**config.mk**
```make
export PLATFORM = sky130hd
export DESIGN_NAME = utf8_decode_latin_classify
export DESIGN_NICKNAME = d
export VERILOG_FILES = /design/src/hdl/utf8dl_pkg.sv /design/src/hdl/utf8dl_front.sv /design/src/hdl/utf8dl_queue.sv /design/src/hdl/utf8dl_back.sv /design/src/hdl/utf8_decode_latin_classify.sv
export VERILOG_INCLUDE_DIRS = /design/src /design/src/hdl
export SDC_FILE = /design/constraint.sdc
export NUM_CORES = 1
export LEC_CHECK = 0
export BUFFER_PORTS_ARGS = -buffer_cell sky130_fd_sc_hd__buf_2
export CAP_MARGIN = 20
export CORE_UTILIZATION = 55
export DETAILED_ROUTE_END_ITERATION = 8
export PLACE_DENSITY = 0.75
export SKIP_LAST_GASP = 1
export SLEW_MARGIN = 0
export SYNTH_ARGS = -nofsm -noshare
export SYNTH_HDL_FRONTEND = slang
export SYNTH_SLANG_ARGS = --single-unit
```
**constraint.sdc**
```tcl
create_clock -name clk -period 4.6 [get_ports clk]
set_input_delay 0.69 -clock clk [delete_from_list [all_inputs] [get_ports clk]]
set_output_delay 0.69 -clock clk [all_outputs]
set_load 0.01 [all_outputs]
```
**src/hdl/assert_macros.svh**
```systemverilog
// Assertion macros shared by the decoder modules.
`ifndef ASSERT_MACROS_SVH
`define ASSERT_MACROS_SVH

// A condition that holds at every clock edge out of reset.
`define UDL_ASSERT(label, cond, msg) \
  label: assert property (@(posedge clk) disable iff (!rst_n) (cond)) else $error(msg);

// A condition that, when true, forces another one in the following cycle.
`define UDL_ASSERT_NEXT(label, ante, cons, msg) \
  label: assert property (@(posedge clk) disable iff (!rst_n) (ante) |=> (cons)) else $error(msg);

`endif

```
**src/hdl/utf8dl_pkg.sv**
```systemverilog
// Types, codes and classification functions of the UTF-8 decoder.
package utf8dl_pkg;

  localparam int CpW    = 21;
  localparam int LenW   = 3;
  localparam int ByteW  = 8;
  localparam int UpperW = 9;

  localparam logic [1:0] TAIL_NONE  = 2'd0;
  localparam logic [1:0] TAIL_VALID = 2'd1;
  localparam logic [1:0] TAIL_ERROR = 2'd2;

  // One decoded byte: up to three flushed bytes reported as errors, then an optional tail.
  typedef struct packed {
    logic [1:0]              nerr;
    logic [2:0][ByteW-1:0]   flush;
    logic [1:0]              tail_kind;
    logic [CpW-1:0]          tail_cp;
    logic [LenW-1:0]         tail_len;
    logic [ByteW-1:0]        tail_byte;
  } job_t;

  typedef struct packed {
    logic [CpW-1:0]    code_point;
    logic [LenW-1:0]   seq_length;
    logic              malformed;
    logic [ByteW-1:0]  opaque_byte;
    logic              letter_or_digit;
    logic              has_upper;
    logic [UpperW-1:0] upper_code_point;
    logic              last_of_run;
  } result_t;

  function automatic logic is_alnum_latin(input logic [CpW-1:0] v);
    logic res;
    if (v < 21'h80) begin
      res = (v >= 21'h30 && v <= 21'h39) || (v >= 21'h41 && v <= 21'h5A) ||
            (v >= 21'h61 && v <= 21'h7A);
    end else begin
      res = v >= 21'h0C0 && v <= 21'h24F && v != 21'h0D7 && v != 21'h0F7;
    end
    return res;
  endfunction

  function automatic logic [UpperW-1:0] upper_of(input logic [CpW-1:0] v);
    logic [UpperW-1:0] lo;
    logic              odd_run;
    logic              even_run;
    logic [UpperW-1:0] res;
    lo       = v[UpperW-1:0];
    odd_run  = (v >= 21'h100 && v <= 21'h12F) || (v >= 21'h132 && v <= 21'h137) ||
               (v >= 21'h14A && v <= 21'h177);
    even_run = (v >= 21'h139 && v <= 21'h148) || (v >= 21'h179 && v <= 21'h17E);
    if (v >= 21'h61 && v <= 21'h7A) begin
      res = lo - 9'h020;
    end else if (v >= 21'h0E0 && v <= 21'h0FE && v != 21'h0F7) begin
      res = lo - 9'h020;
    end else if (v == 21'h0FF) begin
      res = 9'h178;
    end else if (v == 21'h131) begin
      res = 9'h049;
    end else if (odd_run && v[0]) begin
      res = lo - 9'h001;
    end else if (even_run && !v[0]) begin
      res = lo - 9'h001;
    end else begin
      res = '0;
    end
    return res;
  endfunction

endpackage

```
**src/hdl/utf8dl_front.sv**
```systemverilog
// Front end: sequence tracking of the byte stream and job building per accepted byte.
module utf8dl_front
  import utf8dl_pkg::*;
(
  input  logic             clk,
  input  logic             rst_n,
  input  logic             accept,
  input  logic [ByteW-1:0] data_byte,
  input  logic             end_of_text,
  output logic             job_valid,
  output job_t             job
);

  logic [CpW-1:0]   pv_r, pv_nxt;
  logic [2:0]       exp_r, exp_nxt;
  logic [1:0]       held_r, held_nxt;
  logic [ByteW-1:0] hb_r [0:2];
  logic [ByteW-1:0] hb_nxt [0:2];

  logic           cont;
  logic [CpW-1:0] pv_ext;
  logic [2:0]     lead_len;
  logic [CpW-1:0] lead_bits;

  assign cont   = data_byte[7:6] == 2'b10;
  assign pv_ext = {pv_r[CpW-7:0], data_byte[5:0]};

  always_comb begin
    lead_len  = 3'd0;
    lead_bits = '0;
    priority if (data_byte[7] == 1'b0) begin
      lead_len  = 3'd1;
      lead_bits = {13'd0, data_byte};
    end else if (data_byte[7:5] == 3'b110) begin
      lead_len  = 3'd2;
      lead_bits = {16'd0, data_byte[4:0]};
    end else if (data_byte[7:4] == 4'b1110) begin
      lead_len  = 3'd3;
      lead_bits = {17'd0, data_byte[3:0]};
    end else if (data_byte[7:3] == 5'b11110) begin
      lead_len  = 3'd4;
      lead_bits = {18'd0, data_byte[2:0]};
    end else begin
      lead_len  = 3'd0;
    end
  end

  always_comb begin
    pv_nxt   = pv_r;
    exp_nxt  = exp_r;
    held_nxt = held_r;
    for (int i = 0; i < 3; i++) begin
      hb_nxt[i]    = hb_r[i];
      job.flush[i] = hb_r[i];
    end
    job.nerr      = 2'd0;
    job.tail_kind = TAIL_NONE;
    job.tail_cp   = '0;
    job.tail_len  = 3'd1;
    job.tail_byte = data_byte;
    if (exp_r != 3'd0 && cont) begin
      if ({1'b0, held_r} + 3'd1 == exp_r) begin
        job.tail_kind = TAIL_VALID;
        job.tail_cp   = pv_ext;
        job.tail_len  = exp_r;
        job.tail_byte = hb_r[0];
        pv_nxt        = '0;
        exp_nxt       = 3'd0;
        held_nxt      = 2'd0;
      end else if (end_of_text || held_r == 2'd3) begin
        job.nerr      = held_r;
        job.tail_kind = TAIL_ERROR;
        pv_nxt        = '0;
        exp_nxt       = 3'd0;
        held_nxt      = 2'd0;
      end else begin
        hb_nxt[held_r] = data_byte;
        held_nxt       = held_r + 2'd1;
        pv_nxt         = pv_ext;
      end
    end else begin
      job.nerr = (exp_r != 3'd0) ? held_r : 2'd0;
      pv_nxt   = '0;
      exp_nxt  = 3'd0;
      held_nxt = 2'd0;
      if (lead_len == 3'd1) begin
        job.tail_kind = TAIL_VALID;
        job.tail_cp   = lead_bits;
      end else if (lead_len != 3'd0 && !end_of_text) begin
        pv_nxt    = lead_bits;
        exp_nxt   = lead_len;
        held_nxt  = 2'd1;
        hb_nxt[0] = data_byte;
      end else begin
        job.tail_kind = TAIL_ERROR;
      end
    end
  end

  assign job_valid = accept && (job.nerr != 2'd0 || job.tail_kind != TAIL_NONE);

  always_ff @(posedge clk) begin
    if (!rst_n) begin
      pv_r   <= '0;
      exp_r  <= 3'd0;
      held_r <= 2'd0;
    end else if (accept) begin
      pv_r   <= pv_nxt;
      exp_r  <= exp_nxt;
      held_r <= held_nxt;
    end
  end

  always_ff @(posedge clk) begin
    if (accept) begin
      for (int i = 0; i < 3; i++) begin
        hb_r[i] <= hb_nxt[i];
      end
    end
  end

`include "assert_macros.svh"

  `UDL_ASSERT(a_idle_holds_nothing, exp_r != 3'd0 || held_r == 2'd0, "bytes held with no sequence")
  `UDL_ASSERT(a_pending_shape, exp_r == 3'd0 || (held_r != 2'd0 && {1'b0, held_r} < exp_r), "held count out of range")

endmodule

```
**src/hdl/utf8dl_queue.sv**
```systemverilog
// Short job queue between the front and back ends.
module utf8dl_queue
  import utf8dl_pkg::*;
#(
  parameter int DEPTH = 4
) (
  input  logic clk,
  input  logic rst_n,
  input  logic push,
  input  job_t push_job,
  output logic full,
  input  logic pop,
  output logic empty,
  output job_t head
);

  localparam int PtrW = (DEPTH > 1) ? $clog2(DEPTH) : 1;
  localparam int CntW = $clog2(DEPTH + 1);
  localparam logic [PtrW-1:0] LastPtr = PtrW'(DEPTH - 1);
  localparam logic [CntW-1:0] FullCnt = CntW'(DEPTH);

  job_t            mem_r [0:DEPTH-1];
  logic [PtrW-1:0] wr_r, wr_nxt;
  logic [PtrW-1:0] rd_r, rd_nxt;
  logic [CntW-1:0] cnt_r, cnt_nxt;

  assign full  = cnt_r == FullCnt;
  assign empty = cnt_r == '0;
  assign head  = mem_r[rd_r];

  always_comb begin
    wr_nxt  = wr_r;
    rd_nxt  = rd_r;
    cnt_nxt = cnt_r;
    if (push) begin
      wr_nxt = (wr_r == LastPtr) ? '0 : wr_r + 1'b1;
    end
    if (pop) begin
      rd_nxt = (rd_r == LastPtr) ? '0 : rd_r + 1'b1;
    end
    if (push && !pop) begin
      cnt_nxt = cnt_r + 1'b1;
    end else if (pop && !push) begin
      cnt_nxt = cnt_r - 1'b1;
    end
  end

  always_ff @(posedge clk) begin
    if (!rst_n) begin
      wr_r  <= '0;
      rd_r  <= '0;
      cnt_r <= '0;
    end else begin
      wr_r  <= wr_nxt;
      rd_r  <= rd_nxt;
      cnt_r <= cnt_nxt;
    end
  end

  always_ff @(posedge clk) begin
    if (push) begin
      mem_r[wr_r] <= push_job;
    end
  end

`include "assert_macros.svh"

  `UDL_ASSERT(a_no_overrun, !(push && full) && !(pop && empty), "queue overrun or underrun")

endmodule

```
**src/hdl/utf8dl_back.sv**
```systemverilog
// Back end: expands each job into results, classifies them and holds the output register.
module utf8dl_back
  import utf8dl_pkg::*;
(
  input  logic    clk,
  input  logic    rst_n,
  input  logic    empty,
  input  job_t    head,
  output logic    pop,
  output logic    out_valid,
  input  logic    out_ready,
  output result_t out_res
);

  logic [1:0] idx_r, idx_nxt;
  logic       vld_r, vld_nxt;
  result_t    res_r, res_nxt;
  logic       load;
  logic       is_tail;
  logic       last;

  assign load    = !empty && (!vld_r || out_ready);
  assign is_tail = idx_r >= head.nerr;
  assign last    = is_tail || (idx_r == head.nerr - 2'd1 && head.tail_kind == TAIL_NONE);
  assign pop     = load && last;

  always_comb begin
    res_nxt                  = '0;
    res_nxt.seq_length       = 3'd1;
    res_nxt.last_of_run      = last;
    if (is_tail && head.tail_kind == TAIL_VALID) begin
      res_nxt.code_point       = head.tail_cp;
      res_nxt.seq_length       = head.tail_len;
      res_nxt.opaque_byte      = head.tail_byte;
      res_nxt.letter_or_digit  = is_alnum_latin(head.tail_cp);
      res_nxt.upper_code_point = upper_of(head.tail_cp);
      res_nxt.has_upper        = res_nxt.upper_code_point != '0;
    end else begin
      res_nxt.malformed   = 1'b1;
      res_nxt.opaque_byte = is_tail ? head.tail_byte : head.flush[idx_r];
    end
  end

  always_comb begin
    idx_nxt = idx_r;
    vld_nxt = vld_r;
    if (load) begin
      idx_nxt = last ? 2'd0 : idx_r + 2'd1;
      vld_nxt = 1'b1;
    end else if (out_ready) begin
      vld_nxt = 1'b0;
    end
  end

  always_ff @(posedge clk) begin
    if (!rst_n) begin
      idx_r <= 2'd0;
      vld_r <= 1'b0;
    end else begin
      idx_r <= idx_nxt;
      vld_r <= vld_nxt;
    end
  end

  always_ff @(posedge clk) begin
    if (load) begin
      res_r <= res_nxt;
    end
  end

  assign out_valid = vld_r;
  assign out_res   = res_r;

`include "assert_macros.svh"

  `UDL_ASSERT_NEXT(a_pop_restarts, pop, idx_r == 2'd0 && vld_r, "job index not restarted after pop")

endmodule

```
**src/hdl/utf8_decode_latin_classify.sv**
```systemverilog
// Top level of the UTF-8 decoder with Latin letter classification and uppercase map.
//
//   Channel   Direction  Payload
//   in_*      slave      tdata: data_byte; tlast: end_of_text
//   out_*     master     tdata: code_point .. upper_code_point; tuser: malformed;
//                        tlast: last_of_run
//
// One byte is accepted per cycle while the job queue has room; results pass through the queue and the output register.
// A byte that causes N results holds the back end until all N are out, one result per cycle while out_tready is high.
// The back-end output register sets the result rate, and the queue absorbs short bursts.
// Reset is synchronous and active low; it clears the sequence state, the queue and the output.
// Either side may stall at any time without losing or repeating a transfer.
module utf8_decode_latin_classify
  import utf8dl_pkg::*;
#(
  parameter int QDEPTH = 4
) (
  input  logic        clk,
  input  logic        rst_n,
  input  logic        in_tvalid,
  output logic        in_tready,
  input  logic [7:0]  in_tdata,   // [7:0] data_byte
  input  logic        in_tlast,
  output logic        out_tvalid,
  input  logic        out_tready,
  output logic [47:0] out_tdata,  // [20:0] code_point, [23:21] seq_length,
                                  // [31:24] opaque_byte, [32] letter_or_digit,
                                  // [33] has_upper, [42:34] upper_code_point, rest zero
  output logic [0:0]  out_tuser,  // [0] malformed
  output logic        out_tlast
);

  logic    accept;
  logic    job_valid;
  job_t    job;
  logic    full;
  logic    empty;
  logic    pop;
  job_t    head;
  result_t res;

  assign in_tready = !full;
  assign accept    = in_tvalid && in_tready;

  utf8dl_front u_front (
    .clk         (clk),
    .rst_n       (rst_n),
    .accept      (accept),
    .data_byte   (in_tdata),
    .end_of_text (in_tlast),
    .job_valid   (job_valid),
    .job         (job)
  );

  utf8dl_queue #(
    .DEPTH (QDEPTH)
  ) u_queue (
    .clk      (clk),
    .rst_n    (rst_n),
    .push     (job_valid),
    .push_job (job),
    .full     (full),
    .pop      (pop),
    .empty    (empty),
    .head     (head)
  );

  utf8dl_back u_back (
    .clk       (clk),
    .rst_n     (rst_n),
    .empty     (empty),
    .head      (head),
    .pop       (pop),
    .out_valid (out_tvalid),
    .out_ready (out_tready),
    .out_res   (res)
  );

  assign out_tdata = {5'd0, res.upper_code_point, res.has_upper, res.letter_or_digit,
                      res.opaque_byte, res.seq_length, res.code_point};
  assign out_tuser = res.malformed;
  assign out_tlast = res.last_of_run;

endmodule
```
# Word level (Yosys, flattened, before mapping)

Memories as Yosys holds them, arrays and structs flattened. A register that Yosys moved wholly into a read port is not among the register bits.
Cells that the tools add are included.

Eq/ne operators: 17
Mux-type cells: 70
Bitwise operators: 1
$lt $le $gt $ge: 25
Divide/modulo/power cells: 0
$mul: 0
Add/sub/neg operators: 10
Reduce and logical (&&, ||, !) cells: 52
Shift-type cells: 0

Operators by type and width:

| cell                 | count |
|---|---|
| $ge 21x9->1 const B  | 5 |
| $le 21x9->1 const B  | 5 |
| $mux 21              | 4 |
| $mux 15              | 5 |
| $mux 9               | 7 |
| $mux 8               | 7 |
| $mux 24              | 2 |
| $ge 21x7->1 const B  | 2 |
| $ge 21x8->1 const B  | 2 |
| $le 21x7->1 const B  | 2 |
| $ne 21x8->1 const B  | 2 |
| $mux 3               | 12 |
| $mux 2               | 17 |
| $mux 32              | 1 |
| $logic_and 1x1->1    | 26 |
| $bwmux 24            | 1 |
| $mux 23              | 1 |
| $eq 21x8->1 const B  | 1 |
| $eq 21x9->1 const B  | 1 |
| $ge 21x6->1 const B  | 1 |
| $le 21x10->1 const B | 1 |
| $le 21x6->1 const B  | 1 |
| $le 21x8->1 const B  | 1 |
| $lt 21x8->1 const B  | 1 |
| other kinds (34)     | 67 |

Memories kept: 2
Bits of input ports: 13
Bits in writable memories: 264
Bits in latches: 0
ROM bits: 0
Output and inout port bits: 52
Register bits after elaboration: 75

Memories:

| name          | words | width | rd ports | clocked after Yosys merged registers in | wr ports | RTL line           | text |
|---|---|---|---|---|---|---|---|
| u_queue.mem_r | 4     | 60    | 1        | 1                                       | 1        | utf8dl_queue.sv:22 | `job_t mem_r [0:DEPTH-1];` |
| u_front.hb_r  | 3     | 8     | 3        | 0                                       | 3        | utf8dl_front.sv:17 | `logic [ByteW-1:0] hb_r [0:2];` |

# Longest topological paths before layout

Gate-level depths: netlist of run 1.

Word-level depth: 17
Gate-level depth with buffers: 15

# Hierarchy

From an unflattened synthesis of run 1, not the netlist that was laid out.

Cells, all modules: 864
Area total of the unflattened synthesis: 14473.9 um2

By module, submodules not included:

| module                     | area an instance (um2) | instances | cells each |
|---|---|---|---|
| utf8dl_queue               | 9181.3                 | 1         | 358 |
| utf8dl_back                | 3124.2                 | 1         | 316 |
| utf8dl_front               | 2117.0                 | 1         | 182 |
| utf8_decode_latin_classify | 51.3                   | 1         | 8 |

# Worst setup path after synthesis of run 1

Ideal clock, no wire load.

Path kind: input -> register
From: in out_tready
To: reg u_queue.cnt_r[2]
Stages on the path: 9
Slack: -112 ps
Arrival: 4636 ps
Path through: inv_1 > a21oi_1 > nand2_1 > ha_1 > inv_1 > fa_1 > xor2_1 > or3_1 > a21boi_0

Longest elaborated chain between the ends: 6
Elaborated cells on any way between the ends: 8

Ends and longest elaborated chain:

| item                                               | RTL line                         | text |
|---|---|---|
| start: declaration                                 | utf8_decode_latin_classify.sv:25 | `input logic out_tready,` |
| $logic_or 1x1->1 *                                 | utf8dl_back.sv:22                | `assign load = !empty && (!vld_r \|\| out_ready);` |
| $logic_and 1x1->1 *                                | utf8dl_back.sv:22                |  |
| named net u_back.load                              | utf8dl_back.sv:18                | `logic load;` |
| $logic_and 1x1->1 *                                | utf8dl_back.sv:25                | `assign pop = load && last;` |
| $logic_not 1->1                                    | utf8dl_queue.sv:41               | `if (push && !pop) begin` |
| $logic_and 1x1->1                                  | utf8dl_queue.sv:41               |  |
| $mux 3 / $reduce_bool 2->1 (equally long branches) | --                               |  |
| end signal: assignment                             | utf8dl_queue.sv:56               | `cnt_r <= cnt_nxt;` |
| end: declaration                                   | utf8dl_queue.sv:25               | `logic [CntW-1:0] cnt_r, cnt_nxt;` |

Mark *: on every way through the listed nets, which the timed path passes. The rest lies on a longest branch.
A chain may end at the register's enable or synchronous reset.

==> results of run 1 <==
cell families (layout without fill, tap and decap cells):
| logic type | Yosys count | count (layout) | synth area share (%) |
|---|---|---|---|
| XOR/XNOR | 10 | 10 | 0.6076 |
| multiplexers | 90 | 90 | 12.03 |
| AO/OA/AOI/OAI | 107 | 107 | 5.433 |
| flip-flops | 341 | 341 | 68.81 |
| AND/OR/NAND/NOR | 226 | 226 | 8.514 |
| other | 1 | 5 | 0.02601 |
| adder cells (fa/ha/maj) | 22 | 22 | 1.961 |
| buffers and inverters | 76 | 166 | 2.621 |
sequential cells by signal, indices dropped and copies added, names as in the netlist, named ones only:
register / count
u_front.pv_r: 15
u_front.hb_r: 24
u_queue.wr_r: 2
u_front.exp_r: 3
u_queue.rd_r: 2
u_queue.cnt_r: 3
u_back.out_valid: 1
u_back.idx_r: 2
u_back.out_res: 45
u_front.held_r: 2
u_queue.mem_r: 240
cells in the mapped netlist (3+ instances only):
library cell / count
clkbuf_8: 3
nand2_1: 46
o22ai_1: 9
o21ai_0: 12
mux4_1: 17
nor4b_1: 3
edfxtp_1: 309
xnor2_1: 7
nand4_1: 4
and3_1: 6
mux2i_1: 15
a21boi_0: 19
nand4b_1: 3
clkbuf_1: 27
nand3_1: 22
nor3_1: 9
nor2b_1: 34
mux4_2: 43
or3_1: 6
a32oi_1: 3
o21a_1: 3
xor2_1: 3
and2_1: 35
o21bai_1: 3
ha_1: 21
dfxtp_1: 32
nor2_1: 37
or2_2: 3
a21oi_1: 22
nand2b_1: 6
buf_4: 5
inv_1: 27
mux2_2: 15
buf_6: 3
buf_2: 8
through the flow:
| stage | total power [mW] | hold slack [ps] | instance area, sq um |
|---|---|---|---|
| after floorplan | 5.782 | 436.3 | 14440 |
| after global placement | 6.438 | 448.6 | 15090 |
| after detailed placement | 6.480 | 457.7 | 15090 |
| after CTS | 9.023 | 465.6 | 16100 |
| after global routing | 9.384 | 488.9 | 16110 |
| final | 8.951 | 463.9 | 16110 |
power breakdown:
group / switching, mW / total (mW) / internal, mW
Sequential: 0.180 / 4.03 / 3.85
Combinational: 1.39 / 2.39 / 1.00
Clock: 1.08 / 2.54 / 1.45
Total: 2.65 / 8.95 / 6.30
cell type report:
type	instances	area, sq um	share of cell area [%]
clock buffers	49	958.4	5.949
clock inverters	10	55.05	0.3417
inverters	27	101.3	0.6290
multi-input cells	460	4156	25.80
flip-flops and latches	341	9925	61.60
well taps	330	412.9	2.563
repair buffers	80	503.0	3.122
worst min path at each step:
stage / start / end / slack [ps] / depth (start not counted)
6_report: u_front.pv_r[9]$_SDFFE_PN0P_ / u_front.pv_r[9]$_SDFFE_PN0P_ / 460 / 2
5_1_grt: in_tdata[7] / u_front.hb_r[0][23]$_DFFE_PP_ / 490 / 1
4_1_cts: u_front.pv_r[9]$_SDFFE_PN0P_ / u_front.pv_r[9]$_SDFFE_PN0P_ / 470 / 2
3_5_place_dp: u_front.pv_r[9]$_SDFFE_PN0P_ / u_front.pv_r[9]$_SDFFE_PN0P_ / 460 / 2
3_3_place_gp: u_front.pv_r[13]$_SDFFE_PN0P_ / u_front.pv_r[13]$_SDFFE_PN0P_ / 450 / 2
2_1_floorplan: u_front.pv_r[12]$_SDFFE_PN0P_ / u_front.pv_r[12]$_SDFFE_PN0P_ / 440 / 2
worst max-delay path: stages (launching register included):
cell	delay, ps
dfxtp_4	770
mux4_2	540
ha_1	230
or2b_2	300
o22ai_1	220
nand2b_1	160
o2111a_1	330
o21a_1	360
nor4b_1	430
a211oi_2	90
o21ai_1	140
a41oi_1	120
layer usage:
layer / global-route usage (%) / vias up / wire length (microns) / share of wire (%)
li1: - / 3530 / - / -
met4: 6.524 / 0 / 589 / 2.1
met1: 32.00 / 3834 / 12300 / 43
met2: 35.36 / 280 / 13610 / 48
met3: 3.333 / 42 / 1869 / 6.6
met5: 0 / - / 0 / 0
==> run metrics, run 1 <==
Least-Margin Pin Slew 985.9 ps; Pins Over Slew Limit 0; Total Routed Length 28370 microns; initial drt markers 708; IO Pins 65; Post-Route Skew 16.18 ps; warnings from Yosys 0; Final Core Density 63.25%; routed vias/inst 5.926; postcts setup bufs 0; fraction of layout cells with a size suffix above 1 21.82%; PwrDens 555.5 mW/mm^2; RR Endpoint u_back.out_res[10]$_SDFFCE_PN0P_; top cells by area, synth edfxtp_1 (64%), mux4_2 (6.7%), dfxtp_1 (4.4%), mux4_1 (3.1%), ha_1 (1.8%); Critical Path AT 4210 ps; worst vdd ir 325.8 uV; commonest non-fill, non-tap cells in the layout edfxtp_1 (309), buf_2 (59), nand2_1 (46); hold buffer count at cts 0; dpl hpwl 17090 microns; CTS tree yes; commonest non-fill, non-tap cell in the layout edfxtp_1; Synth top area share 64.36%; Startpoint Class flop; DR vias 7686; sequential fraction of the synthesis area 68.81%; fmax 0.2501 GHz; WL/cell 21.88 microns; Slew HR 34.27%; final std cells w/o fill 1297; # diodes 0; RePlAce Congestion 0.8844; final worst-path cycle share 86.93%; clk sinks 341; initial antenna violation count 1; All-Layer GR Usage 22.20%; Initial Util 56.60%; Synth Flop Type edfxtp_1; I/O Buffers 59; Final Hold Fails 0; Reg clk slew, reported paths 60 ps; Final Worst Setup Slack 601.2 ps; vias in the first global route 7645; R2R Setup Slk 600 ps; htree depth 2; placed cells 1237; Worst setup EP type flop; CP Capture Point u_back.out_res[10]$_SDFFCE_PN0P_; Skew-Pair Late Insertion Delay 510 ps; P_leak 5.435 nW; Post-Synthesis Cells 873; RSZ-0062 raised after global routing false; area delta synth->final 11.76%; cts bufs inserted 35; outcome finished, final reports clean; first-pass GRT wire length 44080 microns; fill count 1804; Netlist cell types 76; core box area 0.02547 sq mm; num rows 58; CP Class flop to flop; Post-synth EDFFs 309; synthesized flop and latch total 341; CTS resizes 0; DRT Pass-1 Iters 4; Die X 163.9 microns; grt ovf 0; Clock Path Buffers 3; Final setup viols 0; Worst R2R Path Depth 11; cell area after synthesis 0.01442 sq mm; DRC 0; Nets 980; Antenna Nets Post-Route 0; Yosys top cell by area edfxtp_1; Die H 163.9 microns; die area 0.02686 sq mm; Root Driver clkbuf_16; Worst Path Required 4810 ps; Synth async-reset ratio 0%; Max Cap Viol 0; Min-Delay Path Class flop to flop; setup TNS 0 ps; crit path time final 3999 ps; crit path max fanout 36; synthesized area per cell 16.51 sq um; largest net degree at the start of global routing 61; Place WS 594.0 ps
(Power assumes the default switching activity.)
==> inputs of run 2 (changes only) <==
CORE_ASPECT_RATIO = 1.4   (was default)
==> run 2 against run 1 <==
Against the previous run:
- the flow now finishes with violations (DRC)
- largest power group unchanged
- critical endpoint unchanged
- sequential cell count unchanged
- total power about the same
- core utilization down 0.30 points
- sequential share of layout area up 0.096 points
- routed wire length down 1.9%
- final cell count down 1.2%
- first-iteration DRC count down 7.9%
==> run metrics, run 2 (synthesis results as in run 1) <==
Worst setup EP type flop; dpl hpwl 16940 microns (-0.83%); Total Routed Length 27850 microns (-1.9%); die area 0.02687 sq mm (about the same); commonest non-fill, non-tap cells in the layout edfxtp_1 (309), buf_2 (59), nand2_1 (46); Clock Path Buffers 3 (unchanged); cell depth of the worst hold path 4 (+2); postcts setup bufs 0 (unchanged); worst-path cell chain mux4_2 > ha_1 > or2b_2 > o22ai_1 > nand2b_1 > o2111a_1 > o21a_1 > nor4b_1 > a211oi_2 > o21ai_1 > a41oi_1; Critical Path AT 4190 ps (-20 ps); hold worst-path end u_back.out_valid$_SDFFE_PN0P_; Min-Delay Path Class input pin to flop; R2R Setup Slk 690 ps (+90 ps); Worst path top cell family by delay compound AO/OA/AOI/OAI gates; num rows 69 (+19%); Largest register FFs 240 (unchanged); Int Pwr 6.320 mW (+0.31%); crit path time final 3908 ps (-91.34 ps); # diodes 0 (unchanged); area delta synth->final 11.59%; Worst R2R Path Depth 11 (unchanged); worst vdd ir 295.8 uV (-9.2%); outcome finished with violations; routed vias/inst 5.977 (+0.85%); final std cells w/o fill 1281 (-1.2%); Worst path max stage delay 680 ps (-90 ps); final worst-path cycle share 84.95% (-2.0 points); crit path max fanout 30 (-17%); Slew HR 34.05% (-0.22 points); RR Endpoint u_back.out_res[10]$_SDFFCE_PN0P_; Post-Route Skew 12.53 ps (-3.655 ps); Clock power frac 28.5% (+0.2 points); core box area 0.02555 sq mm (+0.32%); RSZ-0062 raised after global routing false; Worst Path Required 4880 ps (+70 ps); P_leak 5.423 nW (-0.21%); Die X 138.8 microns (-15%); Startpoint Class flop; DRT Pass-1 Iters 7 (+3); Final Worst Setup Slack 692.5 ps (+91.34 ps); PwrDens 556.6 mW/mm^2 (+0.19%); initial antenna violation count 0 (-1); Nets 973 (-0.71%); Antenna Nets Post-Route 0 (unchanged); CTS tree yes; cts bufs inserted 30 (-14%); initial drt markers 652 (-7.9%); total power 8.954 mW (about the same); hold buffer count at cts 0 (unchanged); Die H 193.6 microns (+18%); Max Cap Viol 0 (unchanged); commonest non-fill, non-tap cell in the layout edfxtp_1; sw frac 29.41% (-0.20 points); Root Driver clkbuf_16; Top reg by flops u_queue.mem_r; Place WS 749.2 ps (+155.1 ps); switching pwr 2.634 mW (-0.63%); Reg power frac 44.8% (-0.2 points); Worst Path Buf+Inv 0 (unchanged); Reg clk slew, reported paths 70 ps (about the same); failing checks DRC; placed cells 1225 (-0.97%); Initial Util 56.41% (-0.18 points); first-pass GRT wire length 43800 microns (-0.63%); DR vias 7656 (-0.39%); Least-Margin Pin Slew 989.2 ps (+3.343 ps); Logic pwr share 26.7% (about the same); CP Class flop to flop; Skew-Pair Late Insertion Delay 570 ps (+60 ps); All-Layer GR Usage 21.35% (-0.85 points); vias in the first global route 7927 (+3.7%); fraction of layout cells with a size suffix above 1 21.83% (about the same); slowest CP cell dfxtp_4; Final Hold Fails 0 (unchanged); WL/cell 21.74 microns (-0.62%); clk sinks 341 (unchanged); I/O Buffers 59 (unchanged); htree depth 1 (-1); CTS resizes 0 (unchanged); RePlAce Congestion 0.9036 (+2.2%); IO Pins 65 (unchanged); Final setup viols 0 (unchanged); fmax 0.2559 GHz (+2.3%); Pins Over Slew Limit 0 (unchanged); hold_sp out_tready; setup TNS 0 ps (unchanged); grt ovf 0 (unchanged); DRC 10 (+10); largest net degree at the start of global routing 61 (unchanged)
-- run 2: layout make-up --
type | instances | area (sq um)
clock buffer | 42 | 857.1
clock inverter | 14 | 160.2
timing repair buffer | 78 | 488.0
fill | 1796 | 9468
sequential | 341 | 9925
inverter | 27 | 101.3
multi-input combinational | 460 | 4156
tap | 319 | 399.1
-- run 2: through the flow --
stage                     instance area (sq um)  utilization, %  hold slack (ps)
after floorplan                           14440               -            436.3
after global placement                    15070           58.97            445.3
after detailed placement                  15070           58.97            459.8
after CTS                                 16090           62.95            409.8
after global routing                      16090           62.95            427.4
final                                     16090           62.95            442.5
-- run 2: power by group through the flow --
stage / Clock (mW) / Combinational (mW) / Sequential (mW)
floorplan: 0 / 1.67 / 4.12
global placement: 0 / 2.40 / 4.07
finish: 2.55 / 2.39 / 4.01
global route: 2.71 / 2.59 / 4.05
CTS: 2.60 / 2.42 / 4.02
detailed placement: 0 / 2.40 / 4.08
-- run 2: worst reg2reg max path, delay by kind of cell (launching register included) --
kind / cells / cell delay [ps]
flops: 1 / 680
compound gates: 6 / 1250
mux: 1 / 530
fa+ha+maj: 1 / 230
simple gates: 3 / 940
-- run 2: worst max-delay path by stage --
stage                                    from                               end  depth (start not counted)
3_5_place_dp                             flop  u_back.out_res[10]$_SDFFCE_PN0P_                         11
2_1_floorplan  u_front.held_r[0]$_SDFFE_PN0P_     u_queue.mem_r[0][0]$_DFFE_PP_                          8
3_3_place_gp                             flop  u_back.out_res[10]$_SDFFCE_PN0P_                          9
4_1_cts                                  flop  u_back.out_res[10]$_SDFFCE_PN0P_                         11
6_report                                 flop  u_back.out_res[10]$_SDFFCE_PN0P_                         11
5_1_grt                                  flop  u_back.out_res[10]$_SDFFCE_PN0P_                         11
-- run 2: layer usage --
metal  vias to the layer above  GRT usage, %  share of wire (%)
li1                       3507             -                  -
met1                      3848         27.39                 41
met2                       238         36.46                 50
met3                        63         2.450                4.7
met4                         0         10.21                3.9
met5                         -             0                  0
==> inputs of run 3 (changes only) <==
clock period = 3.5 ns   (was 4.6 ns; I/O delays follow)
==> run 3 against run 2 <==
Against the previous run:
- worst setup slack worse by 540 ps
- clock-buffer cell count down 4
- largest cell class unchanged
- maximum frequency up 17%
- critical path depth up 1
- worst hold slack worse by 160 ps
- die area unchanged
- the flow still finishes with violations (DRC)
- global-route usage about the same
- non-clock buffer count up 41
- clock power up 25%
- register-to-register slack worse by 540 ps
- sequential cell count unchanged
==> run metrics, run 3 (synthesis results as in run 1) <==
outcome finished with violations; failing checks DRC; initial antenna violation count 0 (unchanged); Reg power frac 43.7% (-1.1 points); WL/cell 21.35 microns (-1.8%); Largest register FFs 240 (unchanged); Root Driver clkbuf_16; Clock Path Buffers 3 (unchanged); fmax 0.2986 GHz (+17%); DR vias 7861 (+2.7%); RSZ-0062 raised after global routing true; initial drt markers 606 (-7.1%); Total Routed Length 28260 microns (+1.5%); area of the multi-input gates 0.004217 sq mm (+1.4%); All-Layer GR Usage 21.38% (+0.033 points); worst-path cell chain buf_6 > buf_4 > mux4_2 > or4_4 > o21ai_4 > a211oi_4 > buf_4 > o21ai_4 > mux2i_1 > a211o_1 > o21ai_1 > a41oi_1; sw frac 29.89% (+0.47 points); I/O Buffers 59 (unchanged); Skew-Pair Late Insertion Delay 560 ps (about the same); Worst setup EP type flop; slowest CP cell or4_4; Top reg by flops u_queue.mem_r; dpl hpwl 17650 microns (+4.2%); final std cells w/o fill 1324 (+3.4%); fraction of layout cells with a size suffix above 1 25.37% (+3.5 points); Max Cap Viol 0 (unchanged); cts bufs inserted 31 (+3.3%); Logic pwr share 29.6% (+2.9 points); fill count 1751 (-2.5%); DRT Pass-1 Iters 7 (unchanged); register area 0.009925 sq mm (unchanged); commonest non-fill, non-tap cells in the layout edfxtp_1 (309), buf_2 (59), buf_4 (55); grt ovf 0 (unchanged); Critical Path AT 3630 ps (-560 ps); switching pwr 3.562 mW (+35%); placed cells 1256 (+2.5%); clk sinks 341 (unchanged); hold buffer count at cts 0 (unchanged); crit path time final 3349 ps (-558.4 ps); Final Worst Setup Slack 150.9 ps (-541.6 ps); Final setup viols 0 (unchanged); htree depth 1 (unchanged); Die H 193.6 microns (unchanged); Int Pwr 8.357 mW (+32%); largest net degree at the start of global routing 61 (unchanged); Initial Util 56.41% (unchanged); Startpoint Class flop; Place WS 95.55 ps (-653.6 ps); Min-Delay Path Class input pin to flop; die area 0.02687 sq mm (unchanged); # diodes 0 (unchanged); final worst-path cycle share 95.69% (+11 points); total power 11.92 mW (+33%); DRC 9 (-1); Post-Route Skew 9.800 ps (-2.730 ps); Reg clk slew, reported paths 70 ps (about the same); Worst path max stage delay 530 ps (-150 ps); Least-Margin Pin Slew 644.6 ps (-344.6 ps); commonest non-fill, non-tap cell in the layout edfxtp_1; first-pass GRT wire length 44070 microns (+0.61%); CTS tree yes; area delta synth->final 13.73%; CP Class flop to flop; P_leak 5.608 nW (+3.4%); vias in the first global route 8028 (+1.3%); crit path max fanout 8 (-73%); RePlAce Congestion 0.9489 (+5.0%); Die X 138.8 microns (unchanged); Antenna Nets Post-Route 0 (unchanged); Clock power frac 26.7% (-1.8 points); PwrDens 726.9 mW/mm^2 (+31%); routed vias/inst 5.937 (-0.66%); Pins Over Slew Limit 0 (unchanged); Final Core Density 64.16% (+1.2 points); num rows 69 (unchanged); Slew HR 57.03% (+23 points); worst vdd ir 420.8 uV (+42%); Final Hold Fails 0 (unchanged); Nets 1015 (+4.3%); IO Pins 65 (unchanged); Worst Path Required 3780 ps (-1100 ps); core box area 0.02555 sq mm (unchanged)
-- run 3: routing by layer --
| metal | vias up | track usage, % | wire length, microns |
|---|---|---|---|
| li1 | 3599 | - | - |
| met1 | 3944 | 27.50 | 11750 |
| met2 | 268 | 36.63 | 14250 |
| met3 | 50 | 3.045 | 1361 |
| met4 | 0 | 8.848 | 892 |
| met5 | - | 0 | 0 |
-- run 3: worst max-delay path: cells and delay by family, from the launching register on --
| kind | cells | cell delay [ps] |
|---|---|---|
| AO/OA/AOI/OAI | 6 | 1060 |
| multiplexers | 2 | 620 |
| AND/OR/NAND/NOR | 1 | 530 |
| buffers and inverters | 3 | 430 |
| flip-flops | 1 | 430 |
-- run 3: final timing paths --
path                                       from                                to  slack (ps)  cells past startpoint
setup / recovery                           flop  u_back.out_res[10]$_SDFFCE_PN0P_         150                     12
hold / removal                       out_tready     u_back.out_valid$_SDFFE_PN0P_         280                      4
setup reg to reg                           flop  u_back.out_res[10]$_SDFFCE_PN0P_         150                     12
hold reg to reg   u_front.pv_r[12]$_SDFFE_PN0P_     u_front.pv_r[12]$_SDFFE_PN0P_         460                      2
-- run 3: cell type report --
type,instances,area share (%)
timing repair buffer,119,4.876
clock inverter,20,0.9310
tap,319,2.434
sequential,341,60.53
clock buffer,38,4.892
inverter,27,0.6181
multi-input combinational,460,25.72
-- run 3: power groups by stage --
stage	Combinational, mW	Sequential, mW	Clock, mW
after floorplan	2.19	5.40	0
after global placement	3.39	5.28	0
after detailed placement	3.39	5.31	0
after CTS	3.41	5.22	3.25
after global routing	3.81	5.25	3.40
final	3.53	5.20	3.19
-- run 3: per-stage QoR --
stage,setup TNS [ps],hold slack [ps],instance area [sq um]
2_1_floorplan,-287.0,436.3,14440
3_3_place_gp,0,450.7,15300
3_5_place_dp,0,452.9,15300
4_1_cts,0,268.7,16260
5_1_grt,-128.6,277.3,16400
6_report,0,283.3,16400
-- run 3: timing repair --
action	CTS	global route
resized for setup	0	14
setup buffers	0	10
endpoints found under the setup margin	0	8
